<file path="src/rtl/hsec_pkg.sv">
// Shared types, constants and bit-mapping functions of the Hamming SEC codec.
// No dependencies; used by hamming_sec_encode_correct.
`default_nettype none

package hsec_pkg;

   // Fixed field widths
   localparam int WORD_W = 64;
   localparam int SYN_W  = 7;
   localparam int CFG_W  = 6;
   localparam int LEN_W  = 7;

   typedef logic [WORD_W-1:0] word_type;
   typedef logic [SYN_W-1:0]  syn_type;
   typedef logic [LEN_W-1:0]  len_type;

   // Operation codes
   typedef enum logic {
      OP_ENCODE = 1'b0,
      OP_CHECK  = 1'b1
   } op_type;

   // Smallest r with 2^r >= m + r + 1
   function automatic int parity_count(input int m);
      int r;
      r = SYN_W;
      for (int i = SYN_W; i >= 1; i--) begin
         if ((1 << i) >= m + i + 1) begin
            r = i;
         end
      end
      return r;
   endfunction

   // Place data bits at the positions that are not powers of two, low to high
   function automatic word_type scatter_data(input word_type data);
      word_type cw;
      int       k;
      cw = '0;
      k  = 0;
      for (int p = 1; p <= WORD_W; p++) begin
         if ((p & (p - 1)) != 0) begin
            cw[p-1] = data[k];
            k++;
         end
      end
      return cw;
   endfunction

   // Syndrome bit i is the XOR over positions whose 1-based index has bit i set
   function automatic syn_type syndrome_of(input word_type cw);
      syn_type s;
      s = '0;
      for (int i = 0; i < SYN_W; i++) begin
         for (int p = 1; p <= WORD_W; p++) begin
            if (((p >> i) & 1) != 0) begin
               s[i] = s[i] ^ cw[p-1];
            end
         end
      end
      return s;
   endfunction

   // Set the parity bits at the power-of-two positions
   function automatic word_type insert_parity(input word_type cw, input syn_type s);
      word_type res;
      res = cw;
      for (int i = 0; i < SYN_W; i++) begin
         if (s[i]) begin
            res[(1 << i) - 1] = 1'b1;
         end
      end
      return res;
   endfunction

endpackage

`default_nettype wire

</file>
<file path="src/rtl/hamming_sec_encode_correct.sv">
// Hamming single-error-correcting encoder and checker, three-stage pipeline.
// Depends on hsec_pkg for widths, operation codes and bit-mapping functions.
//
//   channel  ports                                   handshake
//   req      req_op, req_word_in                     start high, busy low
//   rsp      rsp_code_word, rsp_syndrome,            rsp_strobe, one cycle
//            rsp_error_found, rsp_beyond_length
//   csr      csr_data_bits                           csr_valid and csr_ready
//
// One item per cycle; each item passes through the registered stages in order
// (scatter/mask, syndrome tree, parity insert or correction). busy stays low,
// so an item may enter in every cycle.
// Reset is synchronous: it drops all items in flight and sets the data length
// to four bits. Results cannot be held off; the strobe marks each for one cycle.
`default_nettype none

module hamming_sec_encode_correct #(
   parameter int MAX_CODE_BITS = 64
) (
   input  wire logic                         clock,
   input  wire logic                         reset,
   // item request
   input  wire logic                         start,
   output logic                              busy,
   input  wire logic                         req_op,
   input  wire logic [hsec_pkg::WORD_W-1:0]  req_word_in,
   // result
   output logic                              rsp_strobe,
   output logic      [hsec_pkg::WORD_W-1:0]  rsp_code_word,
   output logic      [hsec_pkg::SYN_W-1:0]   rsp_syndrome,
   output logic                              rsp_error_found,
   output logic                              rsp_beyond_length,
   // configuration
   input  wire logic                         csr_valid,
   output logic                              csr_ready,
   input  wire logic [hsec_pkg::CFG_W-1:0]   csr_data_bits
);

   // Largest data length whose codeword fits in MAX_CODE_BITS
   function automatic int max_data_bits();
      int best;
      best = 1;
      for (int m = 1; m < (1 << hsec_pkg::CFG_W); m++) begin
         if (m + hsec_pkg::parity_count(m) <= MAX_CODE_BITS) begin
            best = m;
         end
      end
      return best;
   endfunction

   localparam int MMAX  = max_data_bits();
   localparam int IDX_W = $clog2(hsec_pkg::WORD_W);

   // Codeword length for a written data length
   function automatic hsec_pkg::len_type code_len(input logic [hsec_pkg::CFG_W-1:0] v);
      int m;
      m = int'(v);
      if (m == 0) begin
         m = 1;
      end
      if (m > MMAX) begin
         m = MMAX;
      end
      return hsec_pkg::LEN_W'(m + hsec_pkg::parity_count(m));
   endfunction

   // Mask of the low n positions
   function automatic hsec_pkg::word_type len_mask(input hsec_pkg::len_type n);
      hsec_pkg::word_type mk;
      mk = '0;
      for (int p = 0; p < hsec_pkg::WORD_W; p++) begin
         if (p < int'(n)) begin
            mk[p] = 1'b1;
         end
      end
      return mk;
   endfunction

   localparam logic [hsec_pkg::CFG_W-1:0] DATA_BITS_RESET = hsec_pkg::CFG_W'(4);

   // Configuration: codeword length and its mask
   hsec_pkg::len_type  len_ff,  len_in;
   hsec_pkg::word_type mask_ff, mask_in;

   assign csr_ready = 1'b1;
   assign busy      = 1'b0;

   always_comb begin
      len_in  = code_len(csr_data_bits);
      mask_in = len_mask(len_in);
   end

   always_ff @(posedge clock) begin
      if (reset) begin
         len_ff  <= code_len(DATA_BITS_RESET);
         mask_ff <= len_mask(code_len(DATA_BITS_RESET));
      end else if (csr_valid && csr_ready) begin
         len_ff  <= len_in;
         mask_ff <= mask_in;
      end
   end

   // Stage 1: scatter data or take the codeword, mask to n positions
   logic               s1_valid_ff;
   hsec_pkg::op_type   s1_op_ff;
   hsec_pkg::word_type s1_cw_ff, s1_cw_in;

   always_comb begin
      if (hsec_pkg::op_type'(req_op) == hsec_pkg::OP_ENCODE) begin
         s1_cw_in = hsec_pkg::scatter_data(req_word_in) & mask_ff;
      end else begin
         s1_cw_in = req_word_in & mask_ff;
      end
   end

   always_ff @(posedge clock) begin
      if (reset) begin
         s1_valid_ff <= 1'b0;
      end else begin
         s1_valid_ff <= start && !busy;
      end
      s1_op_ff <= hsec_pkg::op_type'(req_op);
      s1_cw_ff <= s1_cw_in;
   end

   // Stage 2: syndrome XOR trees
   logic               s2_valid_ff;
   hsec_pkg::op_type   s2_op_ff;
   hsec_pkg::word_type s2_cw_ff;
   hsec_pkg::syn_type  s2_syn_ff;

   always_ff @(posedge clock) begin
      if (reset) begin
         s2_valid_ff <= 1'b0;
      end else begin
         s2_valid_ff <= s1_valid_ff;
      end
      s2_op_ff  <= s1_op_ff;
      s2_cw_ff  <= s1_cw_ff;
      s2_syn_ff <= hsec_pkg::syndrome_of(s1_cw_ff);
   end

   // Stage 3: insert parity, or flag and correct one bit
   logic                         rsp_strobe_ff;
   hsec_pkg::word_type           rsp_cw_ff,     rsp_cw_in;
   hsec_pkg::syn_type            rsp_syn_ff,    rsp_syn_in;
   logic                         rsp_err_ff,    rsp_err_in;
   logic                         rsp_beyond_ff, rsp_beyond_in;
   logic [IDX_W-1:0]             flip_idx;

   always_comb begin
      flip_idx = IDX_W'(s2_syn_ff - hsec_pkg::SYN_W'(1));
      unique case (s2_op_ff)
         hsec_pkg::OP_ENCODE: begin
            rsp_cw_in     = hsec_pkg::insert_parity(s2_cw_ff, s2_syn_ff);
            rsp_syn_in    = '0;
            rsp_err_in    = 1'b0;
            rsp_beyond_in = 1'b0;
         end
         hsec_pkg::OP_CHECK: begin
            rsp_syn_in    = s2_syn_ff;
            rsp_err_in    = (s2_syn_ff != '0);
            rsp_beyond_in = rsp_err_in && (s2_syn_ff > len_ff);
            rsp_cw_in     = s2_cw_ff;
            if (rsp_err_in && !rsp_beyond_in) begin
               rsp_cw_in[flip_idx] = ~s2_cw_ff[flip_idx];
            end
         end
         default: begin
            rsp_cw_in     = s2_cw_ff;
            rsp_syn_in    = '0;
            rsp_err_in    = 1'b0;
            rsp_beyond_in = 1'b0;
         end
      endcase
   end

   always_ff @(posedge clock) begin
      if (reset) begin
         rsp_strobe_ff <= 1'b0;
      end else begin
         rsp_strobe_ff <= s2_valid_ff;
      end
      rsp_cw_ff     <= rsp_cw_in;
      rsp_syn_ff    <= rsp_syn_in;
      rsp_err_ff    <= rsp_err_in;
      rsp_beyond_ff <= rsp_beyond_in;
   end

   assign rsp_strobe        = rsp_strobe_ff;
   assign rsp_code_word     = rsp_cw_ff;
   assign rsp_syndrome      = rsp_syn_ff;
   assign rsp_error_found   = rsp_err_ff;
   assign rsp_beyond_length = rsp_beyond_ff;

endmodule

`default_nettype wire
</file>
<file path="config.mk">
export PLATFORM = sky130hd
export DESIGN_NAME = hamming_sec_encode_correct
export DESIGN_NICKNAME = d
export VERILOG_FILES = /design/src/rtl/hsec_pkg.sv /design/src/rtl/hamming_sec_encode_correct.sv
export SDC_FILE = /design/constraint.sdc
export NUM_CORES = 1
export LEC_CHECK = 0
export ABC_CLOCK_PERIOD_IN_PS = 6500
export BUFFER_PORTS_ARGS = -buffer_cell sky130_fd_sc_hd__buf_2
export CAP_MARGIN = 15
export CELL_PAD_IN_SITES_DETAIL_PLACEMENT = 1
export CELL_PAD_IN_SITES_GLOBAL_PLACEMENT = 1
export CORE_UTILIZATION = 38
export CTS_BUF_LIST = sky130_fd_sc_hd__clkbuf_8
export DETAILED_ROUTE_END_ITERATION = 8
export HOLD_SLACK_MARGIN = 0.1
export PLACE_DENSITY_LB_ADDON = 0.1
export SYNTH_ARGS = -nofsm -noshare
export SYNTH_HDL_FRONTEND = slang
export SYNTH_SLANG_ARGS = --single-unit
</file>
<file path="constraint.sdc">
create_clock -name clock -period 6.5 [get_ports clock]
set_clock_uncertainty 0.1 [all_clocks]
set_input_delay 0.975 -clock clock [delete_from_list [all_inputs] [get_ports clock]]
set_output_delay 0.975 -clock clock [all_outputs]
set_load 0.03 [all_outputs]
</file>
# == After elaboration in Yosys (flattened, before gate mapping) ==
# Cells that the tools add are included.
# op_classes
muxes,371
n_reduce_logical,6
shifts,0
div,0
n_eq_ne,0
addsub,69
mul,0
n_bitwise,190
n_lt_le_gt_ge,130
# op_table
cell,n
32-bit by 2-bit adder with 32-bit output (second input constant),62
32-bit by 8-bit < comparator with 1-bit output (second input constant),56
32-bit two-way mux,56
1-bit binary-select mux with 6-bit select,57
1-bit two-way mux,243
6-bit by 7-bit < comparator with 1-bit output (first input constant),32
1-bit XOR,186
64-bit two-way mux,2
64-bit case mux with 2 select lines,1
5-bit by 7-bit < comparator with 1-bit output (first input constant),16
32-bit by 4-bit adder with 32-bit output (second input constant),3
32-bit by 3-bit adder with 32-bit output (second input constant),2
63-bit by 64-bit bitwise AND with 64-bit output,1
64-bit bitwise AND,1
64-bit bitwise mux,1
4-bit by 7-bit < comparator with 1-bit output (first input constant),8
3-bit by 32-bit greater-or-equal comparator with 1-bit output (first input constant),1
4-bit by 32-bit greater-or-equal comparator with 1-bit output (first input constant),1
5-bit by 32-bit greater-or-equal comparator with 1-bit output (first input constant),1
6-bit by 32-bit greater-or-equal comparator with 1-bit output (first input constant),1
7-bit by 32-bit greater-or-equal comparator with 1-bit output (first input constant),1
8-bit by 32-bit greater-or-equal comparator with 1-bit output (first input constant),1
32-bit by 7-bit greater-than comparator with 1-bit output (second input constant),1
3-bit by 7-bit < comparator with 1-bit output (first input constant),4
other kinds (18),28
# totals
out_inout_bits,76
ram_bits,0
elab_cells,780
mem_bits_ro,0
memories,0
latchBits,0
in_bits,75
reg_bits,284

# == Depth between registers and ports, before layout ==
# Gate-level depths: netlist of the first run.
# logic_depth
ltp_word,117
ltp_mapped,21
mapped_depth_nobuf,18

# == Worst setup path before layout of the first run ==
# Ideal clock, no wire load.
# synth_path
kind,input to register
from,in csr_data_bits[3] (netlist bit)
to,reg mask_ff[35]
t_arrival_ps,5790
path_buffers,7
path_slack_ps,536
path_stages,21
path_cell_list,clkbuf_1 -> clkbuf_1 -> clkbuf_1 -> clkbuf_1 -> ha_1 -> clkbuf_1 -> nor3_1 -> a2111o_1 -> or4b_1 -> a32oi_1 -> or2_1 -> a31oi_1 -> ha_1 -> a21o_1 -> a21oi_1 -> clkbuf_1 -> nor2_1 -> a211oi_1 -> clkbuf_1 -> nand2_1 -> a31oi_1
# synth_between
elab_chain_cells,16
# synth_rtl
item,line,text
start: declaration,hamming_sec_encode_correct.sv:36,input wire logic [hsec_pkg::CFG_W-1:0] csr_data_bits
6-bit logical NOT,hamming_sec_encode_correct.sv:58,if (m == 0) begin
6-bit two-way mux *,hamming_sec_encode_correct.sv:58,
32-bit by 7-bit greater-than comparator with 1-bit output,hamming_sec_encode_correct.sv:61,if (m > MMAX) begin
6-bit two-way mux *,hamming_sec_encode_correct.sv:61,
32-bit by 4-bit adder with 32-bit output,hsec_pkg.sv:28,if ((1 << i) >= m + i + 1) begin
32-bit by 2-bit adder with 32-bit output,hsec_pkg.sv:28,
8-bit by 32-bit greater-or-equal comparator with 1-bit output,hsec_pkg.sv:28,
1-bit two-way mux,hsec_pkg.sv:28,
2-bit two-way mux (2 in a row),hsec_pkg.sv:28,
3-bit two-way mux (3 in a row),hsec_pkg.sv:28,
7-bit adder *,hamming_sec_encode_correct.sv:64,return hsec_pkg::LEN_W'(m + hsec_pkg::parity_count(m));
6-bit by 7-bit < comparator with 1-bit output *,hamming_sec_encode_correct.sv:72,if (p < int'(n)) begin
1-bit two-way mux *,hamming_sec_encode_correct.sv:72,
end signal: assignment,hamming_sec_encode_correct.sv:96,mask_ff <= len_mask(code_len(DATA_BITS_RESET));
end signal: assignment,hamming_sec_encode_correct.sv:99,mask_ff <= mask_in;
end: declaration,hamming_sec_encode_correct.sv:83,"hsec_pkg::word_type mask_ff, mask_in;"
# Mark *: on every way between the ends. The rest lies on a longest branch, timed or not.
# A chain may end at the register's enable or synchronous reset.

# == Worst setup path after layout of the first run ==
# layout_path
from,in csr_data_bits[4] (netlist bit)
to,reg mask_ff[3]
# layout_between
elab_chain_cells,16
# layout_rtl
item,line
6-bit logical NOT,hamming_sec_encode_correct.sv:58
6-bit two-way mux *,hamming_sec_encode_correct.sv:58
32-bit by 7-bit greater-than comparator with 1-bit output,hamming_sec_encode_correct.sv:61
6-bit two-way mux *,hamming_sec_encode_correct.sv:61
32-bit by 4-bit adder with 32-bit output,hsec_pkg.sv:28
32-bit by 2-bit adder with 32-bit output,hsec_pkg.sv:28
8-bit by 32-bit greater-or-equal comparator with 1-bit output,hsec_pkg.sv:28
1-bit two-way mux,hsec_pkg.sv:28
2-bit two-way mux (2 in a row),hsec_pkg.sv:28
3-bit two-way mux (3 in a row),hsec_pkg.sv:28
7-bit adder *,hamming_sec_encode_correct.sv:64
2-bit by 7-bit < comparator with 1-bit output *,hamming_sec_encode_correct.sv:72
1-bit two-way mux *,hamming_sec_encode_correct.sv:72
# Marks and branches as above.

==> results of run 1 <==
==> through the flow <==
step                      hold WS, ns  utilization, %  power (mW)  instance area (µm²)  std cells
after floorplan                 0.210               -        3.60                12300       1225
after global placement          0.216            42.3        4.17                13400       1724
after detailed placement        0.219            42.3        4.19                13400       1724
after CTS                       0.211            45.4        5.77                14400       1806
after global routing            0.238            45.4        6.02                14400       1806
final                           0.213            45.4        5.72                14400       1806
==> kinds of logic (layout without fill, tap and decap cells) <==
group                    count (synthesis)  after routing
other                                    2              2
flip-flops                             282            282
buffers and inverters                  105            284
AO/OA/AOI/OAI                          175            175
XOR/XNOR                               126            126
AND/OR/NAND/NOR                        360            360
multiplexers                           148            148
adder cells (fa/ha/maj)                 27             27
==> power by group through the flow <==
stage,combinational [mW],sequential [mW],clock [mW]
finish,2.10,2.06,1.57
global route,2.26,2.08,1.69
CTS,2.10,2.06,1.61
detailed placement,2.10,2.10,0
global placement,2.07,2.09,0
floorplan,1.48,2.12,0
==> layer usage <==
| metal | part of all wire, % | wire, µm |
|---|---|---|
| met4 | 2.6 | 986 |
| met1 | 46 | 17200 |
| met3 | 3.7 | 1370 |
| met5 | 0 | 0 |
| met2 | 48 | 17900 |
==> registers in the layout (all words and copies together), names as in the netlist <==
register	flops
rsp_beyond_length	1
s1_valid_ff	1
s2_syn_ff	6
rsp_error_found	1
s2_cw_ff	64
rsp_strobe	1
len_ff	7
s2_valid_ff	1
rsp_code_word	64
s1_op_ff	1
s2_op_ff	1
rsp_syndrome	7
mask_ff	63
s1_cw_ff	64
==> critical path, stage by stage <==
cell      delay (ns)
buf_2           0.30
nand3_1         0.15
nand2_1         0.23
inv_1           0.17
ha_1            0.33
o21a_1          0.22
a2111o_1        0.35
or4b_1          0.47
a32oi_1         0.27
o31ai_1         0.11
ha_1            0.22
fa_1            0.45
a21oi_1         0.49
nand2_1         0.21
nor2_1          0.12
o211ai_1        0.14
a21oi_1         0.52
nand2_1         0.11
==> worst paths after layout <==
path | endpoint | slack, ns
worst max-delay path | mask_ff[3] | 0.95
worst min-delay path | s2_op_ff | 0.21
worst min register to register | s2_op_ff | 0.21
worst max register to register | rsp_code_word[9] | 2.71
==> layout make-up <==
type                            instances  area [µm²]
Clock buffer                           59         812
Sequential cell                       282        5650
Timing Repair Buffer                  178         968
Clock inverter                         23         153
Multi-Input combinational cell        838        6220
Tap cell                              402         503
Fill cell                            3592       17300
Inverter                               24        90.1
==> cell usage in the layout, fill, tap and decap left out, types with 6 or more instances in the layout <==
master    Yosys  layout
mux2i_1      74      74
nor3_1       35      35
nor2_1       57      56
dfxtp_1     282     282
a21o_1        6       6
inv_1        18      32
a211o_1       6       6
a31oi_1      13      13
a31o_1        7       7
mux4_2       11      11
a21oi_1      52      52
mux2_2       61      61
nor2b_1      65      65
buf_4         2      31
nand3_1      14      14
nand2_1     102     102
a211oi_1     16      15
buf_2        11     147
nor4_1       36      36
o21ai_0      26      26
and2_1        9       9
clkbuf_8      0      59
and3_1        9       9
ha_1         26      26
xnor2_1     103     103
xor2_1       20      20
a22o_1        6       6
==> out/qor.csv, run 1 <==
metric;value;unit
Yosys top cell area share;45.9;%
CTS resizes;0;
Core Region;0.0317;mm²
Mapped Cells;1225;
IO Pins;151;
busiest layer in global routing;met2;
unrepaired setup endpoints after global routing;false;
IO buf count;148;
grt met1 use;29.1;%
top cell types by occurrence after synthesis;282 x dfxtp_1, 103 x xnor2_1, 102 x nand2_1;
first-pass GRT wire length;56600;µm
largest net degree at the start of global routing;57;
CP Data Arrival Time;5.84;ns
die width;182;µm
Reg power frac;35.9;%
Setup TNS Final;0;ns
Compound-Gate Fraction of Synth Area;9.62;%
Hold Path Class;register to register;
Congestion Overflow GR;0;
vias in the first global route;9437;
Synth Area in Adders;2.81;%
Critical Path Source;csr_data_bits[4];
final hold violation count;0;
area grow syn2layout;17.1;%
GR Util met3;2.87;%
Via density;5.12;
row count;65;
effective utilization at floorplan;38.7;%
outcome;finished clean;
Hold Crit Depth;0;
Setup Buffers After CTS;0;
reg2reg path depth;9;
ANT cells;0;
drt wl/cell;20.7;µm
Die Y;182;µm
Root Driver;clkbuf_8;
Critical Path RT;6.79;ns
worst setup margin;0.955;ns
Pint;3.54;mW
post-synthesis async set-or-reset flop share;0;%
Post-Syn Area;0.0123;mm²
Synth Warn #;0;
post-synthesis xor/xnor area fraction;9.21;%
Final Max Slew Viols;0;
critical path launch point type;primary input;
Via Count;9244;
Setup WS pre-CTS;0.419;ns
NetSw;2.19;mW
Worst Tran Pin Value;1.15;ns
mux cell area share after synthesis;13.8;%
clock group share of total power;27.4;%
Synth Area in Simple Gates;14.9;%
ranking of synthesized cells by area;dfxtp_1 46%, xnor2_1 7.3%, mux2i_1 6.0%;
initial antenna violation count;2;
final WL;37400;µm
routing usage on met2;38.9;%
EDFF count, synth;0;
ys flop type;dfxtp_1;
WS Path Type;primary input to register;
sw frac;38.2;%
Worst setup EP type;register;
Post-DP HPWL;29100;µm
reg-to-reg startpoint;s2_syn_ff[0];
worst hold start;s1_op_ff;
Hold-fix buffers, CTS;0;
min cycle time layout;5.55;ns
Nets;1472;
Iter 0 DRT Violations;423;
TritonRoute pass-1 iters;4;
Total GRT Usage;22.5;%
Slew headroom;23.5;%
PwrDens;398;mW/mm²
Comb power frac;36.6;%
leading area contributor after synthesis;dfxtp_1;
die footprint;0.0331;mm²
maximum clock insertion buffer count;3;
depth of the CTS H-tree;2;
clock slew at reported path FFs;0.06;ns
Num CTS Buffers;46;
final setup fails;0;
Seq/Total Area, Yosys;45.9;%
gpl congestion;0.920;
antenna-violating nets left;0;
largest fanout on the critical path;18;
clk_lat worst skew;0.54;ns
CTS tree;yes;
peak supply drop;0.000173;V
Netlist cell types;76;
LEAKAGE;6.01;nW
top-count cell post-synth;dfxtp_1;
# DRC;0;
mean cell area of the mapped netlist;10.0;µm²
MaxCap Viol Count;0;
flops & latches, synth;282;
main combinational cell family by area after synthesis;simple AND/OR/NAND/NOR gates;
fmax;0.180;GHz
Mapped Nets;1327;
share of layout cells above drive strength 1;23.7;%
Sink Count;282;
Final Cycle Share;85.3;%
No activity file was read; power rests on OpenSTA's default activity.
==> run 2: changes to the inputs <==
--- a/config.mk
+++ b/config.mk
@@ -10,11 +10,13 @@
 export CAP_MARGIN = 15
 export CELL_PAD_IN_SITES_DETAIL_PLACEMENT = 1
 export CELL_PAD_IN_SITES_GLOBAL_PLACEMENT = 1
-export CORE_UTILIZATION = 38
+export CORE_UTILIZATION = 47
 export CTS_BUF_LIST = sky130_fd_sc_hd__clkbuf_8
+export CTS_CLUSTER_SIZE = 28
 export DETAILED_ROUTE_END_ITERATION = 8
 export HOLD_SLACK_MARGIN = 0.1
 export PLACE_DENSITY_LB_ADDON = 0.1
+export REMOVE_ABC_BUFFERS = 1
 export SYNTH_ARGS = -nofsm -noshare
 export SYNTH_HDL_FRONTEND = slang
 export SYNTH_SLANG_ARGS = --single-unit
==> run 2 against run 1 <==
Global-route usage up 4.7 points. First-iteration DRC count up 23%. Clock-buffer cell count down 9. Power down 1.2%. Register-to-register slack worse by 0.46 ns. Design area down 1.1%. Sequential cell count unchanged. Die area down 19%. Sequential power about the same. Setup slack better by 0.13 ns. Non-clock buffer count down 1. Utilization up 11 points. Critical endpoint is now mask_ff[54]. Largest power group unchanged. Highest routed layer is now met5.
==> out/qor.csv, run 2 (same netlist as run 1, synthesis figures left out) <==
metric;value;unit;change
PwrDens;397;mW/mm²;was 398 mW/mm²
final hold violation count;0;;unchanged
Critical Path RT;6.82;ns;was 6.79 ns
CP Data Arrival Time;5.74;ns;was 5.84 ns
Slew headroom;26.3;%;was 23.5%
Worst Tran Pin Value;1.11;ns;was 1.15 ns
Nets;1469;;was 1472
# DRC;0;;unchanged
IO buf count;148;;unchanged
final WL;36300;µm;was 37400 µm
row count;58;;was 65
Hold-fix buffers, CTS;0;;unchanged
initial antenna violation count;2;;unchanged
peak supply drop;0.000248;V;was 0.000173 V
min cycle time layout;5.42;ns;was 5.55 ns
Die Y;164;µm;was 182 µm
Via Count;9463;;was 9244
CTS tree;yes;;unchanged
clock slew at reported path FFs;0.06;ns;about the same
reg2reg path depth;9;;unchanged
gpl congestion;0.911;;was 0.920
largest fanout on the critical path;17;;was 18
fmax;0.185;GHz;was 0.180 GHz
area grow syn2layout;15.8;%;was 17.1%
Post-DP HPWL;28000;µm;was 29100 µm
Iter 0 DRT Violations;519;;was 423
CTS resizes;0;;unchanged
maximum clock insertion buffer count;3;;unchanged
first-pass GRT wire length;55500;µm;was 56600 µm
cell area after layout;0.0142;mm²;was 0.0144 mm²
LEAKAGE;5.98;nW;was 6.01 nW
clk_lat worst skew;0.56;ns;was 0.54 ns
depth of the CTS H-tree;2;;unchanged
IO Pins;151;;unchanged
Core Region;0.0254;mm²;was 0.0317 mm²
R2R Setup Slk;2.25;ns;was 2.71 ns
reg-to-reg startpoint;s2_syn_ff[0];;unchanged
drt wl/cell;21.0;µm;was 20.7 µm
Worst setup EP type;register;;unchanged
largest net degree at the start of global routing;66;;was 57
die footprint;0.0268;mm²;was 0.0331 mm²
Setup Buffers After CTS;0;;unchanged
WS Path Type;primary input to register;;unchanged
Final Max Slew Viols;0;;unchanged
die width;164;µm;was 182 µm
FF-to-FF End;rsp_code_word[17];;was rsp_code_word[9]
effective utilization at floorplan;48.4;%;was 38.7%
final setup fails;0;;unchanged
critical path launch point type;primary input;;unchanged
Root Driver;clkbuf_8;;unchanged
TritonRoute pass-1 iters;5;;was 4
outcome;finished clean;;unchanged
Final Cycle Share;83.4;%;was 85.3%
Hold Crit Depth;0;;unchanged
Hold Path Sink;s2_cw_ff[63];;was s2_op_ff
unrepaired setup endpoints after global routing;false;;unchanged
Hold Path Class;register to register;;unchanged
Congestion Overflow GR;0;;unchanged
most frequent cells in the layout;282 x dfxtp_1, 147 x buf_2, 103 x xnor2_1, 102 x nand2_1, 74 x mux2i_1;;unchanged
commonest non-fill, non-tap cell in the layout;dfxtp_1;;unchanged
Sink Count;282;;unchanged
share of layout cells above drive strength 1;23.3;%;was 23.7%
MaxCap Viol Count;0;;unchanged
Placed Area;0.0133;mm²;was 0.0134 mm²
Total GRT Usage;27.2;%;was 22.5%
ANT cells;0;;unchanged
Via density;5.47;;was 5.12
Setup TNS Final;0;ns;unchanged
Num CTS Buffers;44;;was 46
vias in the first global route;9509;;was 9437
worst hold start;s1_cw_ff[63];;was s1_op_ff
antenna-violating nets left;0;;unchanged
-- run 2: changes by cell type in the layout (fill, tap and decap cells not counted) --
cell | previous run | this run
inv_6 | 0 | 1
bufinv_16 | 2 | 3
clkbuf_8 | 59 | 50
inv_8 | 0 | 1
buf_4 | 31 | 30
inv_1 | 32 | 35
-- run 2: through the flow --
stage	hold slack (ns)	total power [mW]	utilization [%]	setup WS (ns)	cells
after global placement	0.214	4.12	52.5	0.674	1651
after floorplan	0.210	3.45	-	0.702	1144
after detailed placement	0.217	4.17	52.5	0.559	1651
final	0.206	5.65	56.0	1.08	1730
after CTS	0.204	5.68	56.0	1.13	1730
after global routing	0.218	5.93	56.0	0.704	1730
-- run 2: critical path, cell delays in order --
cell and delay [ns]:
buf_2 0.32, nand3_1 0.15, nand2_1 0.24, inv_1 0.17, ha_1 0.33, o21a_1 0.23
a2111o_1 0.35, or4b_1 0.48, a32oi_1 0.26, o31ai_1 0.11, ha_1 0.22, fa_1 0.45
a21oi_1 0.38, buf_4 0.21, nand3_1 0.07, a211oi_1 0.24, a41oi_1 0.16, o21ai_0 0.28
a21oi_1 0.09
-- run 2: final cells by class --
class	count	area, µm²
clock inverters	29	214
well taps	330	413
clock buffers	50	688
inverters	24	90.1
flip-flops and latches	282	5650
fillers	2884	11200
repair buffers	177	961
multi-input cells	838	6220
-- run 2: routing by layer --
layer  global-route usage (%)  wire length [µm]  part of all wire (%)  up-vias
li1                         -                 -                     -     4559
met1                     35.2             16300                    45     4583
met2                     46.4             17600                    48      256
met3                     4.09              1450                   4.0       63
met4                     8.96               977                   2.7        2
met5                        0                13                 0.036        -
-- run 2: report_power, final --
part / internal [mW] / switching, mW
clock: 0.829 / 0.672
sequential: 1.91 / 0.150
combinational: 0.740 / 1.36
total: 3.47 / 2.18
-- run 2: worst max-delay path by stage --
| stage | startpoint | cells past startpoint | slack [ns] | endpoint |
|---|---|---|---|---|
| finish | csr_data_bits[5] | 19 | 1.08 | mask_ff[54] |
| global route | csr_data_bits[5] | 19 | 0.70 | mask_ff[54] |
| CTS | csr_data_bits[5] | 19 | 1.13 | mask_ff[54] |
| detailed placement | csr_data_bits[5] | 19 | 0.56 | mask_ff[54] |
| global placement | csr_data_bits[5] | 19 | 0.67 | mask_ff[50] |
| floorplan | csr_data_bits[4] | 17 | 0.70 | mask_ff[43] |
